**src/hw/rtl/crng_pkg.sv**
```systemverilog
package crng_pkg;

   // table geometry
   localparam int TABLE_SIZE = 32;
   localparam int IDX_W      = $clog2(TABLE_SIZE);
   localparam int CNT_W      = $clog2(TABLE_SIZE + 8);
   localparam int WORD_W     = 31;

   // generator constants
   localparam logic [WORD_W-1:0] MOD1 = 31'd2147483563;
   localparam logic [WORD_W-1:0] MOD2 = 31'd2147483399;
   localparam logic [WORD_W-1:0] TOP1 = MOD1 - 31'd1;
   localparam logic [15:0]       MUL1 = 16'd40014;
   localparam logic [15:0]       MUL2 = 16'd40692;

   // 2^31 folds back as (2^31 - modulus)
   localparam logic [7:0] FOLD1 = 8'(32'h8000_0000 - 32'(MOD1));
   localparam logic [7:0] FOLD2 = 8'(32'h8000_0000 - 32'(MOD2));

   // bucket width for the table index and its rounded-up reciprocal
   localparam int BUCKET       = 1 + int'(TOP1) / TABLE_SIZE;
   localparam int BUCKET_LOG   = $clog2(BUCKET);
   localparam int RECIP_SHIFT  = WORD_W + BUCKET_LOG;
   localparam int QUOT_W       = 2 * WORD_W + 1 - RECIP_SHIFT;
   localparam logic [63:0] RECIP_NUM  = 64'd1 << RECIP_SHIFT;
   localparam logic [63:0] RECIP_FULL =
      (RECIP_NUM + 64'(BUCKET) - 64'd1) / 64'(BUCKET);
   localparam logic [31:0] RECIP = RECIP_FULL[31:0];

   // sequencer states
   typedef enum logic [2:0] {
      ST_IDLE,
      ST_SEED_MUL,
      ST_SEED_ADD,
      ST_SEED_FOLD,
      ST_DRAW_LOAD,
      ST_DRAW_ADD,
      ST_DRAW_FOLD,
      ST_DRAW_MIX
   } crng_state_type;

endpackage

```
**src/hw/rtl/crng_ram.sv**
```systemverilog
module crng_ram #(
   parameter int DEPTH = 32,
   parameter int WIDTH = 31
) (
   input  logic                     clock,
   input  logic                     wr_en,
   input  logic [$clog2(DEPTH)-1:0] wr_addr,
   input  logic [WIDTH-1:0]         wr_data,
   input  logic                     rd_en,
   input  logic [$clog2(DEPTH)-1:0] rd_addr,
   output logic [WIDTH-1:0]         rd_data
);

   logic [WIDTH-1:0] mem_ff [DEPTH];
   logic [WIDTH-1:0] rd_data_ff;

   // write port
   always_ff @(posedge clock) begin
      if (wr_en) begin
         mem_ff[wr_addr] <= wr_data;
      end
   end

   // registered read port
   always_ff @(posedge clock) begin
      if (rd_en) begin
         rd_data_ff <= mem_ff[rd_addr];
      end
   end

   assign rd_data = rd_data_ff;

endmodule

```
**src/hw/rtl/crng_mod_step.sv**
```systemverilog
module crng_mod_step (
   input  logic                       clock,
   input  logic [crng_pkg::WORD_W-1:0] operand_i,
   input  logic [15:0]                mult_i,
   input  logic [7:0]                 fold_i,
   input  logic [crng_pkg::WORD_W-1:0] modulus_i,
   output logic [crng_pkg::WORD_W-1:0] result_o
);

   import crng_pkg::*;

   logic [WORD_W+15:0] prod_ff;
   logic [WORD_W+15:0] prod_in;
   logic [WORD_W:0]    sum_ff;
   logic [WORD_W:0]    sum_in;
   logic [23:0]        fold_prod;
   logic [WORD_W:0]    sum_sub;

   // stage 1: full product
   assign prod_in = (WORD_W + 16)'(operand_i) * (WORD_W + 16)'(mult_i);

   // stage 2: fold the bits above 2^31 back in
   assign fold_prod = 24'(prod_ff[WORD_W+15:WORD_W]) * 24'(fold_i);
   assign sum_in    = {1'b0, prod_ff[WORD_W-1:0]} + (WORD_W + 1)'(fold_prod);

   // stage 3: the folded sum stays below twice the modulus
   assign sum_sub  = sum_ff - {1'b0, modulus_i};
   assign result_o = (sum_ff >= {1'b0, modulus_i}) ? sum_sub[WORD_W-1:0]
                                                   : sum_ff[WORD_W-1:0];

   always_ff @(posedge clock) begin
      prod_ff <= prod_in;
      sum_ff  <= sum_in;
   end

endmodule

```
**src/hw/rtl/crng_index.sv**
```systemverilog
module crng_index (
   input  logic                       clock,
   input  logic [crng_pkg::WORD_W-1:0] last_i,
   output logic [crng_pkg::IDX_W-1:0]  index_o
);

   import crng_pkg::*;

   logic [2*WORD_W:0] prod_ff;
   logic [2*WORD_W:0] prod_in;
   logic [QUOT_W-1:0] quot;

   // divide by the bucket width through its rounded-up reciprocal
   assign prod_in = (2 * WORD_W + 1)'(last_i) * (2 * WORD_W + 1)'(RECIP);
   assign quot    = prod_ff[2*WORD_W:RECIP_SHIFT];

   // saturate at the top entry
   assign index_o = (32'(quot) >= 32'(TABLE_SIZE)) ? IDX_W'(TABLE_SIZE - 1)
                                                   : IDX_W'(32'(quot));

   always_ff @(posedge clock) begin
      prod_ff <= prod_in;
   end

endmodule

```
**src/hw/rtl/combined_lcg_shuffle_rng_unit.sv**
```systemverilog
// Combined congruential random generator with a shuffle table. Each request
// transfer returns one deviate numerator N in 1..2147483562 (deviate is N over
// 2147483563). A plain draw steps through the draw add, fold and mix states:
// the three-stage modular step (multiply, fold, reduce) and then the mix that
// follows the registered table read. The mix state waits while an earlier
// result is still stalled. The result is registered, and the next request can
// be taken the cycle after it is loaded; no new request is taken while a draw
// or a seeding is in progress. A request with op 1, or any draw before the
// first seeding, first runs 40 generator steps. The result register holds a
// finished deviate while the next request is already being worked on.
module combined_lcg_shuffle_rng_unit (
   input  logic                        clock,
   input  logic                        reset,
   input  logic                        req_valid,
   output logic                        req_stall,
   input  logic                        req_op,
   input  logic [crng_pkg::WORD_W-1:0] req_seed_value,
   output logic                        rsp_valid,
   input  logic                        rsp_stall,
   output logic [crng_pkg::WORD_W-1:0] rsp_deviate_numerator
);

   import crng_pkg::*;

   crng_state_type state_ff, state_in;

   logic [WORD_W-1:0] x_ff, x_in;
   logic [WORD_W-1:0] y_ff, y_in;
   logic [WORD_W-1:0] last_ff, last_in;
   logic [CNT_W-1:0]  cnt_ff, cnt_in;
   logic [IDX_W-1:0]  idx_ff, idx_in;
   logic              rsp_valid_ff, rsp_valid_in;
   logic [WORD_W-1:0] rsp_data_ff, rsp_data_in;

   logic [WORD_W-1:0] x_next;
   logic [WORD_W-1:0] y_next;
   logic [IDX_W-1:0]  idx_calc;
   logic [WORD_W-1:0] tab_rd_data;

   logic              accept;
   logic              need_seed;
   logic              proceed;
   logic              seed_load;
   logic              x_step;
   logic              y_step;
   logic              tab_wr;
   logic              tab_rd;
   logic              last_from_x;
   logic              result_load;
   logic              cnt_dec;
   logic [IDX_W-1:0]  tab_wr_addr;
   logic [WORD_W-1:0] tab_wr_data;

   logic [WORD_W-1:0] seed_red;
   logic [WORD_W-1:0] seed_init;
   logic [WORD_W:0]   mix_diff;
   logic [WORD_W:0]   mix_wrap;
   logic [WORD_W-1:0] mix;

   // generator steps and table index
   crng_mod_step u_step_first (
      .clock     (clock),
      .operand_i (x_ff),
      .mult_i    (MUL1),
      .fold_i    (FOLD1),
      .modulus_i (MOD1),
      .result_o  (x_next)
   );

   crng_mod_step u_step_second (
      .clock     (clock),
      .operand_i (y_ff),
      .mult_i    (MUL2),
      .fold_i    (FOLD2),
      .modulus_i (MOD2),
      .result_o  (y_next)
   );

   crng_index u_index (
      .clock   (clock),
      .last_i  (last_ff),
      .index_o (idx_calc)
   );

   // shuffle table
   crng_ram #(
      .DEPTH (TABLE_SIZE),
      .WIDTH (WORD_W)
   ) u_table (
      .clock   (clock),
      .wr_en   (tab_wr),
      .wr_addr (tab_wr_addr),
      .wr_data (tab_wr_data),
      .rd_en   (tab_rd),
      .rd_addr (idx_calc),
      .rd_data (tab_rd_data)
   );

   // request handshake
   assign accept    = req_valid && (state_ff == ST_IDLE);
   assign need_seed = req_op || (x_ff == '0);
   assign proceed   = !rsp_valid_ff || !rsp_stall;

   // seed reduction, zero becomes one
   assign seed_red  = (req_seed_value >= MOD1) ? (req_seed_value - MOD1)
                                               : req_seed_value;
   assign seed_init = (seed_red == '0) ? WORD_W'(1) : seed_red;

   // table entry minus second generator, wrapped into 1..TOP1
   assign mix_diff = {1'b0, tab_rd_data} - {1'b0, y_ff};
   assign mix_wrap = mix_diff + {1'b0, TOP1};
   assign mix      = (mix_diff[WORD_W] || (mix_diff == '0)) ? mix_wrap[WORD_W-1:0]
                                                            : mix_diff[WORD_W-1:0];

   // next state
   always_comb begin
      state_in = state_ff;
      case (state_ff)
         ST_IDLE: begin
            if (accept) begin
               state_in = need_seed ? ST_SEED_MUL : ST_DRAW_ADD;
            end
         end
         ST_SEED_MUL:  state_in = ST_SEED_ADD;
         ST_SEED_ADD:  state_in = ST_SEED_FOLD;
         ST_SEED_FOLD: state_in = (cnt_ff == '0) ? ST_DRAW_LOAD : ST_SEED_MUL;
         ST_DRAW_LOAD: state_in = ST_DRAW_ADD;
         ST_DRAW_ADD:  state_in = ST_DRAW_FOLD;
         ST_DRAW_FOLD: state_in = ST_DRAW_MIX;
         ST_DRAW_MIX: begin
            if (proceed) begin
               state_in = ST_IDLE;
            end
         end
         default:      state_in = ST_IDLE;
      endcase
   end

   // sequencer outputs
   always_comb begin
      req_stall   = 1'b1;
      seed_load   = 1'b0;
      x_step      = 1'b0;
      y_step      = 1'b0;
      tab_wr      = 1'b0;
      tab_rd      = 1'b0;
      last_from_x = 1'b0;
      result_load = 1'b0;
      cnt_dec     = 1'b0;
      tab_wr_addr = idx_ff;
      tab_wr_data = x_ff;
      case (state_ff)
         ST_IDLE: begin
            req_stall = 1'b0;
            seed_load = accept && need_seed;
         end
         ST_SEED_FOLD: begin
            x_step      = 1'b1;
            cnt_dec     = 1'b1;
            tab_wr      = 32'(cnt_ff) < 32'(TABLE_SIZE);
            tab_wr_addr = cnt_ff[IDX_W-1:0];
            tab_wr_data = x_next;
            last_from_x = (cnt_ff == '0);
         end
         ST_DRAW_ADD: begin
            tab_rd = 1'b1;
         end
         ST_DRAW_FOLD: begin
            x_step = 1'b1;
            y_step = 1'b1;
         end
         ST_DRAW_MIX: begin
            tab_wr      = proceed;
            result_load = proceed;
         end
         default: begin
            req_stall = 1'b1;
         end
      endcase
   end

   // datapath next values
   always_comb begin
      x_in         = x_ff;
      y_in         = y_ff;
      last_in      = last_ff;
      cnt_in       = cnt_ff;
      idx_in       = idx_ff;
      rsp_data_in  = rsp_data_ff;
      rsp_valid_in = rsp_valid_ff && rsp_stall;
      if (seed_load) begin
         x_in   = seed_init;
         y_in   = seed_init;
         cnt_in = CNT_W'(TABLE_SIZE + 7);
      end
      if (x_step) begin
         x_in = x_next;
      end
      if (y_step) begin
         y_in = y_next;
      end
      if (cnt_dec) begin
         cnt_in = cnt_ff - CNT_W'(1);
      end
      if (last_from_x) begin
         last_in = x_next;
      end
      if (tab_rd) begin
         idx_in = idx_calc;
      end
      if (result_load) begin
         last_in      = mix;
         rsp_data_in  = mix;
         rsp_valid_in = 1'b1;
      end
   end

   // control and generator state
   always_ff @(posedge clock) begin
      if (reset) begin
         state_ff     <= ST_IDLE;
         x_ff         <= '0;
         y_ff         <= '0;
         last_ff      <= '0;
         cnt_ff       <= '0;
         rsp_valid_ff <= 1'b0;
      end else begin
         state_ff     <= state_in;
         x_ff         <= x_in;
         y_ff         <= y_in;
         last_ff      <= last_in;
         cnt_ff       <= cnt_in;
         rsp_valid_ff <= rsp_valid_in;
      end
   end

   // payload registers
   always_ff @(posedge clock) begin
      idx_ff      <= idx_in;
      rsp_data_ff <= rsp_data_in;
   end

   assign rsp_valid             = rsp_valid_ff;
   assign rsp_deviate_numerator = rsp_data_ff;

`ifndef NO_ASSERTIONS
   // a request is only taken while the input is open
   a_accept_open: assert property (@(posedge clock) disable iff (reset)
      accept |-> !req_stall)
      else $error("request taken while stalled");

   // table is never read and written in the same cycle
   a_table_port: assert property (@(posedge clock) disable iff (reset)
      !(tab_wr && tab_rd))
      else $error("table read and write overlap");

   // a delivered deviate is always within 1..TOP1
   a_result_range: assert property (@(posedge clock) disable iff (reset)
      rsp_valid_ff |-> ((rsp_data_ff != '0) && (rsp_data_ff <= TOP1)))
      else $error("deviate out of range");

   // the first generator is seeded whenever an item is in flight
   a_seeded: assert property (@(posedge clock) disable iff (reset)
      (state_ff != ST_IDLE) |-> (x_ff != '0))
      else $error("first generator zero while busy");

   // the last seeding step hands over to the draw
   a_seed_done: assert property (@(posedge clock) disable iff (reset)
      ((state_ff == ST_SEED_FOLD) && (cnt_ff == '0)) |=> (state_ff == ST_DRAW_LOAD))
      else $error("seeding did not finish into a draw");

   // a stalled result is not overwritten
   a_result_hold: assert property (@(posedge clock) disable iff (reset)
      (rsp_valid_ff && rsp_stall) |=> (rsp_valid_ff && $stable(rsp_data_ff)))
      else $error("pending result lost");
`endif

endmodule

```
**config.mk**
```make
export PLATFORM = sky130hd
export DESIGN_NAME = combined_lcg_shuffle_rng_unit
export DESIGN_NICKNAME = d
export VERILOG_FILES = /design/src/hw/rtl/crng_pkg.sv /design/src/hw/rtl/crng_ram.sv /design/src/hw/rtl/crng_mod_step.sv /design/src/hw/rtl/crng_index.sv /design/src/hw/rtl/combined_lcg_shuffle_rng_unit.sv
export SDC_FILE = /design/constraint.sdc
export NUM_CORES = 2
export LEC_CHECK = 0
export CAP_MARGIN = 40
export CORE_MARGIN = 10
export CORE_UTILIZATION = 45
export DETAILED_ROUTE_END_ITERATION = 12
export DONT_BUFFER_PORTS = 1
export SYNTH_ARGS = -nofsm -noshare
export SYNTH_HDL_FRONTEND = slang
export SYNTH_SLANG_ARGS = --single-unit
export TNS_END_PERCENT = 10
```
**constraint.sdc**
```tcl
create_clock -name clock -period 9.95 [get_ports clock]
set_input_delay 2.4875 -clock clock [delete_from_list [all_inputs] [get_ports clock]]
set_output_delay 2.4875 -clock clock [all_outputs]
set_load 0.005 [all_outputs]
```
# Word level (Yosys, flattened, before mapping)
# Memories as Yosys holds them, arrays and structs flattened. A register that Yosys moved wholly into a read port is not among the register bits.
# Cells that the tools add are included.
[word_totals]
ff_bits = 357
latchBits = 0
ramBits = 992
rom_bits = 0
inputBits = 36
output_inout_bits = 33
word_cells = 92
mem_count = 1
[mem_list]
columns = ["name", "words", "width", "rd", "rd_ports_with_merged_regs", "write_ports", "line", "text"]
rows = [
  ["u_table.mem_ff", 32, 31, 1, 1, 1, "crng_ram.sv:14", "logic [WIDTH-1:0] mem_ff [DEPTH];"],
]
[op_classes]
n_addsub = 8
n_mul = 5
n_div = 0
magnitude_cmp = 5
eq_ne = 9
shifts = 0
muxes = 32
bitwise_logic = 0
n_reduce_logical = 19
[op_table]
columns = ["op", "n"]
rows = [
  ["$mux W31", 11],
  ["$sub A31 B31 Y31 const B", 3],
  ["$add A31 B24 Y32", 2],
  ["$ge A32 B31 Y1 const B", 2],
  ["$mul A31 B32 Y63 const B", 1],
  ["$logic_not A31 Y1", 2],
  ["$mul A31 B15 Y46 const B", 1],
  ["$mul A31 B14 Y45 const B", 1],
  ["$logic_not A32 Y1", 1],
  ["$sub A31 B31 Y32", 1],
  ["$add A31 B31 Y31 const B", 1],
  ["$ge A31 B31 Y1 const B", 1],
  ["$mul A16 B8 Y24 const B", 1],
  ["$pmux W3 S8", 1],
  ["$mul A16 B7 Y23 const B", 1],
  ["$eq A3 B3 Y1 const B", 4],
  ["$mux W3", 4],
  ["$mux W6", 2],
  ["$mux W1", 11],
  ["$mux W5", 2],
  ["$reduce_bool A2 Y1", 4],
  ["$eq A3 B2 Y1 const B", 2],
  ["$ge A6 B6 Y1 const B", 1],
  ["$logic_not A6 Y1", 1],
  ["11 further kinds", 17],
]

# Logic depth before layout (Yosys ltp)
[depth]
word_depth = 6
depth_mapped = 27
ltp_nobuf = 26

# Hierarchy
# Synthesis repeated with hierarchy kept, for this count alone.
[unflattened]
hier_cells = 9260
hier_area_um2 = 99807.0
[by_module_without_submodules]
columns = ["mod", "instances", "cells_each", "area_per_inst_um2", "seq_area_each_um2"]
rows = [
  ["crng_ram", 1, 2192, 39474.1, 30719.5],
  ["crng_mod_step (u_step_first)", 1, 2790, 24171.9, 1581.5],
  ["crng_mod_step (u_step_second)", 1, 2801, 24129.4, 1581.5],
  ["combined_lcg_shuffle_rng_unit", 1, 1224, 9510.4, 3143.0],
  ["crng_index", 1, 253, 2521.2, 120.1],
]

# Least setup slack after synthesis
# OpenSTA, ideal clock, no wires.
[synth_timing]
path_type = "flip-flop to flip-flop"
start = "register x_ff[7]"
end = "register u_step_first.prod_ff[46]"
setup_time_ns = 0.133
arrival_ns = 5.908
required_time_ns = 9.817
setup_slack_ns = 3.909
path_stages_with_launch = 20
n_path_buf = 0
period_less_slack_ns = 6.041
path_cell_list = "dfxtp_1 fa_1 ha_1 fa_1 inv_1 fa_1 fa_1 inv_1 fa_1 ha_1 a21o_1 a21oi_1 o21ai_0 a311o_1 nor3_1 o21ai_0 a221o_1 o311ai_0 a221oi_1 xor2_1"
[synth_via]
elab_chain_cells = 1
[synth_rtl]
columns = ["element", "line", "text"]
rows = [
  ["start, declared", "combined_lcg_shuffle_rng_unit.sv:27", "logic [WORD_W-1:0] x_ff, x_in;"],
  ["start signal, assigned", "combined_lcg_shuffle_rng_unit.sv:229", "x_ff <= x_in;"],
  ["$mul A31 B15 Y46", "crng_mod_step.sv:20", "assign prod_in = (WORD_W + 16)'(operand_i) * (WORD_W + 16)'(mult_i);"],
  ["net u_step_first.prod_in[46]", "crng_mod_step.sv:13", "logic [WORD_W+15:0] prod_in;"],
  ["end signal, assigned", "crng_mod_step.sv:32", "prod_ff <= prod_in;"],
  ["end, declared", "crng_mod_step.sv:12", "logic [WORD_W+15:0] prod_ff;"],
]
# The timed path passes the listed nets, and every way through them passes these cells.
# A chain may end at the register's enable or synchronous reset.

# Final worst setup path
# Same ends and word-level chain as after synthesis.

==> results.yml <==
global_route:
  grt_pass1_wl_um: 323000
  use_met2_pct: 35.2
  grt_max_degree: 119
  grt_pass1_vias: 48800
  busiest_layer: "met2"
  grt_use_met1_pct: 32.3
  gr-usage-all-layers_pct: 23.0
  overflow: 0
  antenna_found_initial: 10
  gr-usage-met3_pct: 4.41
logic_synthesis:
  synth_top_family_by_area: "adder cells"
  ys.flop_type: "edfxtp_1"
  synthAdderAreaFrac_pct: 21.8
  synth_nets: 7091
  syn_area_sq_um: 77000
  synth_edf_count: 1059
  avgSynthCellArea_sq_um: 12.9
  synth_top_cell_area_share_pct: 41.3
  yosys.area.top_type: "edfxtp_1"
  synthDistinctLibCells: 86
  synth_compound_gate_area_share_pct: 7.31
  synthMuxAreaShare_pct: 8.93
  synth_seq_cells: 1323
  synth_xor_area_share_pct: 2.83
  synthSimpleGateAreaFrac_pct: 6.46
  synth_area_leaders: "edfxtp_1 (41%), fa_1 (11%), ha_1 (10%)"
  async_reset_ff_share_pct: 0
  ys_warn_count: 0
  synth_cells: 5975
  ys_seq_area_share_pct: 48.2
cells_and_area:
  drive_above_1_share_pct: 12.0
  multi_input_area_sq_um: 36800
  seqCellArea_sq_um: 37100
  fill_cells: 14600
  fin_area_sq_um: 85400
  final_common_cell: "edfxtp_1"
  layout_common_cells: "edfxtp_1 (1059), inv_1 (740), ha_1 (646)"
  syn2layout_area_growth_pct: 10.9
  fin_nets: 7179
  instances_no_fill: 8400
status:
  status: "finished clean"
setup_path:
  critPathTopFamily: "adder cells"
  crit-reg2reg-launch: "x_ff[7]$_SDFFE_PP0P_"
  crit_path_cell_trace: "fa_1, ha_1, fa_1, inv_1, fa_1, fa_1, inv_1, fa_1, ha_1, a21o_1, a21oi_1, o21ai_0, a311o_1, nor3_1, o21ai_0, a221o_1, o311ai_0, a221oi_1, xor2_1"
  path_max_fanout: 7
  max_stage_delay_ps: 560
  critPathMostFrequentCell: "fa_1"
  rrSetupSlack_ps: 3150
  timing.rr.end: "u_step_first.prod_ff[46]$_DFF_P_"
  cp.depth: 19
  worstSetupPathType: "reg2reg"
  arrival_ps: 7470
  crit_start: "x_ff[7]$_SDFFE_PP0P_"
  rr_worst_depth: 19
  crit_path_start_kind: "flop"
  crit_slowest_cell: "fa_1"
  crit_path_end: "u_step_first.prod_ff[46]$_DFF_P_"
  endpoint_kind: "flop"
  cp.required_ps: 10620
  worst-path-buf-inv: 2
clock_network:
  cts_num_sinks: 1323
  cts_max_level: 4
  insertion_delay_ps: 820
  post_cts_buffers: 0
  ctsRootBufferMaster: "clkbuf_16"
  cts-resized-gates: 0
  tritoncts: "yes"
  cts_hold_buf: 0
  path_clk_slew_ps: 60
  cts_made_buffers: 144
  cts_buffer_depth: 3
timing:
  rsz0062_at_grt: "no"
  totalNegativeSetupSlack_ps: 0
  fin_crit_ps: 6800
  slew_headroom_pct: 33.7
  post-route-period-util_pct: 68.3
  timing.final.ws_setup_ps: 3150
  slew_violations: 0
  skew_ps: 59.7
  setup_viol: 0
  hold_violations: 0
  clock.fmax_mhz: 147
  tightest_slew_ps: 987
place:
  io_buffers: 0
  dp_hpwl_um: 151000
  place_inst: 8130
  placed_area_sq_um: 80600
  pre_cts_ws_ps: 3180
  routabilityCongestion: 0.933
die:
  die_y_um: 434
  io_pins: 69
  die_x_um: 434
  die_area_sq_um: 188000
  initial_core_util_pct: 45.4
  core_area_sq_um: 170000
  rows: 151
route:
  wl_per_cell_um: 25.7
  postRouteAntennaNets: 0
  first_pass_iters: 6
  routed_wl_um: 216000
  via_per_inst: 5.73
  vias: 48200
  drc: 0
  drtIter0Drc: 4529
worst_hold_path:
  hp-class: "reg2reg"
flow_run:
  cap_violations: 0
-- layer usage --
| metal | part of all wire, % | wire, um |
|---|---|---|
| met5 | 0.032 | 69 |
| met1 | 44 | 93800 |
| met2 | 45 | 96500 |
| met3 | 7.6 | 16400 |
| met4 | 4.1 | 8930 |
-- cells by family after synthesis --
group / Yosys count
DFF: 1323
buffers and inverters: 919
AOI/OAI and AO/OA: 885
xor gates and xnor gates: 248
adders and majority gates: 1080
and+or+nand+nor: 1081
muxes: 439
-- through the flow --
stage	hold WS (ps)	utilization, %
after CTS	456	50.3
final	438	50.3
after detailed placement	430	47.5
after floorplan	337	-
after global routing	463	50.3
after global placement	438	47.3
-- state kept, by name, summed over array words and instances (netlist names), 31 cells and up --
name,flops
last_ff,31
rsp_deviate_numerator,31
u_step_first.prod_ff,46
u_step_first.sum_ff,32
u_step_second.prod_ff,45
u_step_second.sum_ff,32
u_table.mem_ff,992
u_table.rd_data,31
x_ff,31
y_ff,31
-- cells in the mapped netlist (all sizes together), types with 29 or more instances --
library cell  instances
buf                  31
inv                 741
and3                 35
nand3                69
mux4                186
nor2b                29
a21oi               237
nor2                273
a211oi               30
xnor2               154
a21o                 76
dfxtp               264
edfxtp             1059
ha                  646
o21a                 41
o21ai               267
fa                  434
mux2i               128
xor2                 94
nand4                48
nand2               438
mux2                125
clkbuf              147
nor3                 50
-- cell type report --
type,count,share of cell area (%)
sequential,1323,43.5
multi-input combinational,3733,43.2
clock buffer,177,4.40
inverter,741,3.26
tap,2218,3.25
timing repair buffer,120,1.36
clock inverter,83,1.08
antenna,5,0.0147
-- how the worst min path moves through the flow --
| stage | from | end | slack (ps) | cells past startpoint |
|---|---|---|---|---|
| finish | u_step_first.prod_ff[1]$_DFF_P_ | u_step_first.sum_ff[1]$_DFF_P_ | 440 | 1 |
| global route | u_step_first.prod_ff[31]$_DFF_P_ | u_step_first.sum_ff[0]$_DFF_P_ | 460 | 0 |
| floorplan | u_step_first.prod_ff[31]$_DFF_P_ | u_step_first.sum_ff[0]$_DFF_P_ | 340 | 0 |
| global placement | u_step_first.prod_ff[1]$_DFF_P_ | u_step_first.sum_ff[1]$_DFF_P_ | 440 | 1 |
| detailed placement | u_step_first.prod_ff[1]$_DFF_P_ | u_step_first.sum_ff[1]$_DFF_P_ | 430 | 1 |
| CTS | u_step_first.prod_ff[1]$_DFF_P_ | u_step_first.sum_ff[1]$_DFF_P_ | 460 | 1 |
Power is left out: the tool's default activity adds up to more than one toggle a clock period on the data nets, which glitch-free logic cannot reach.
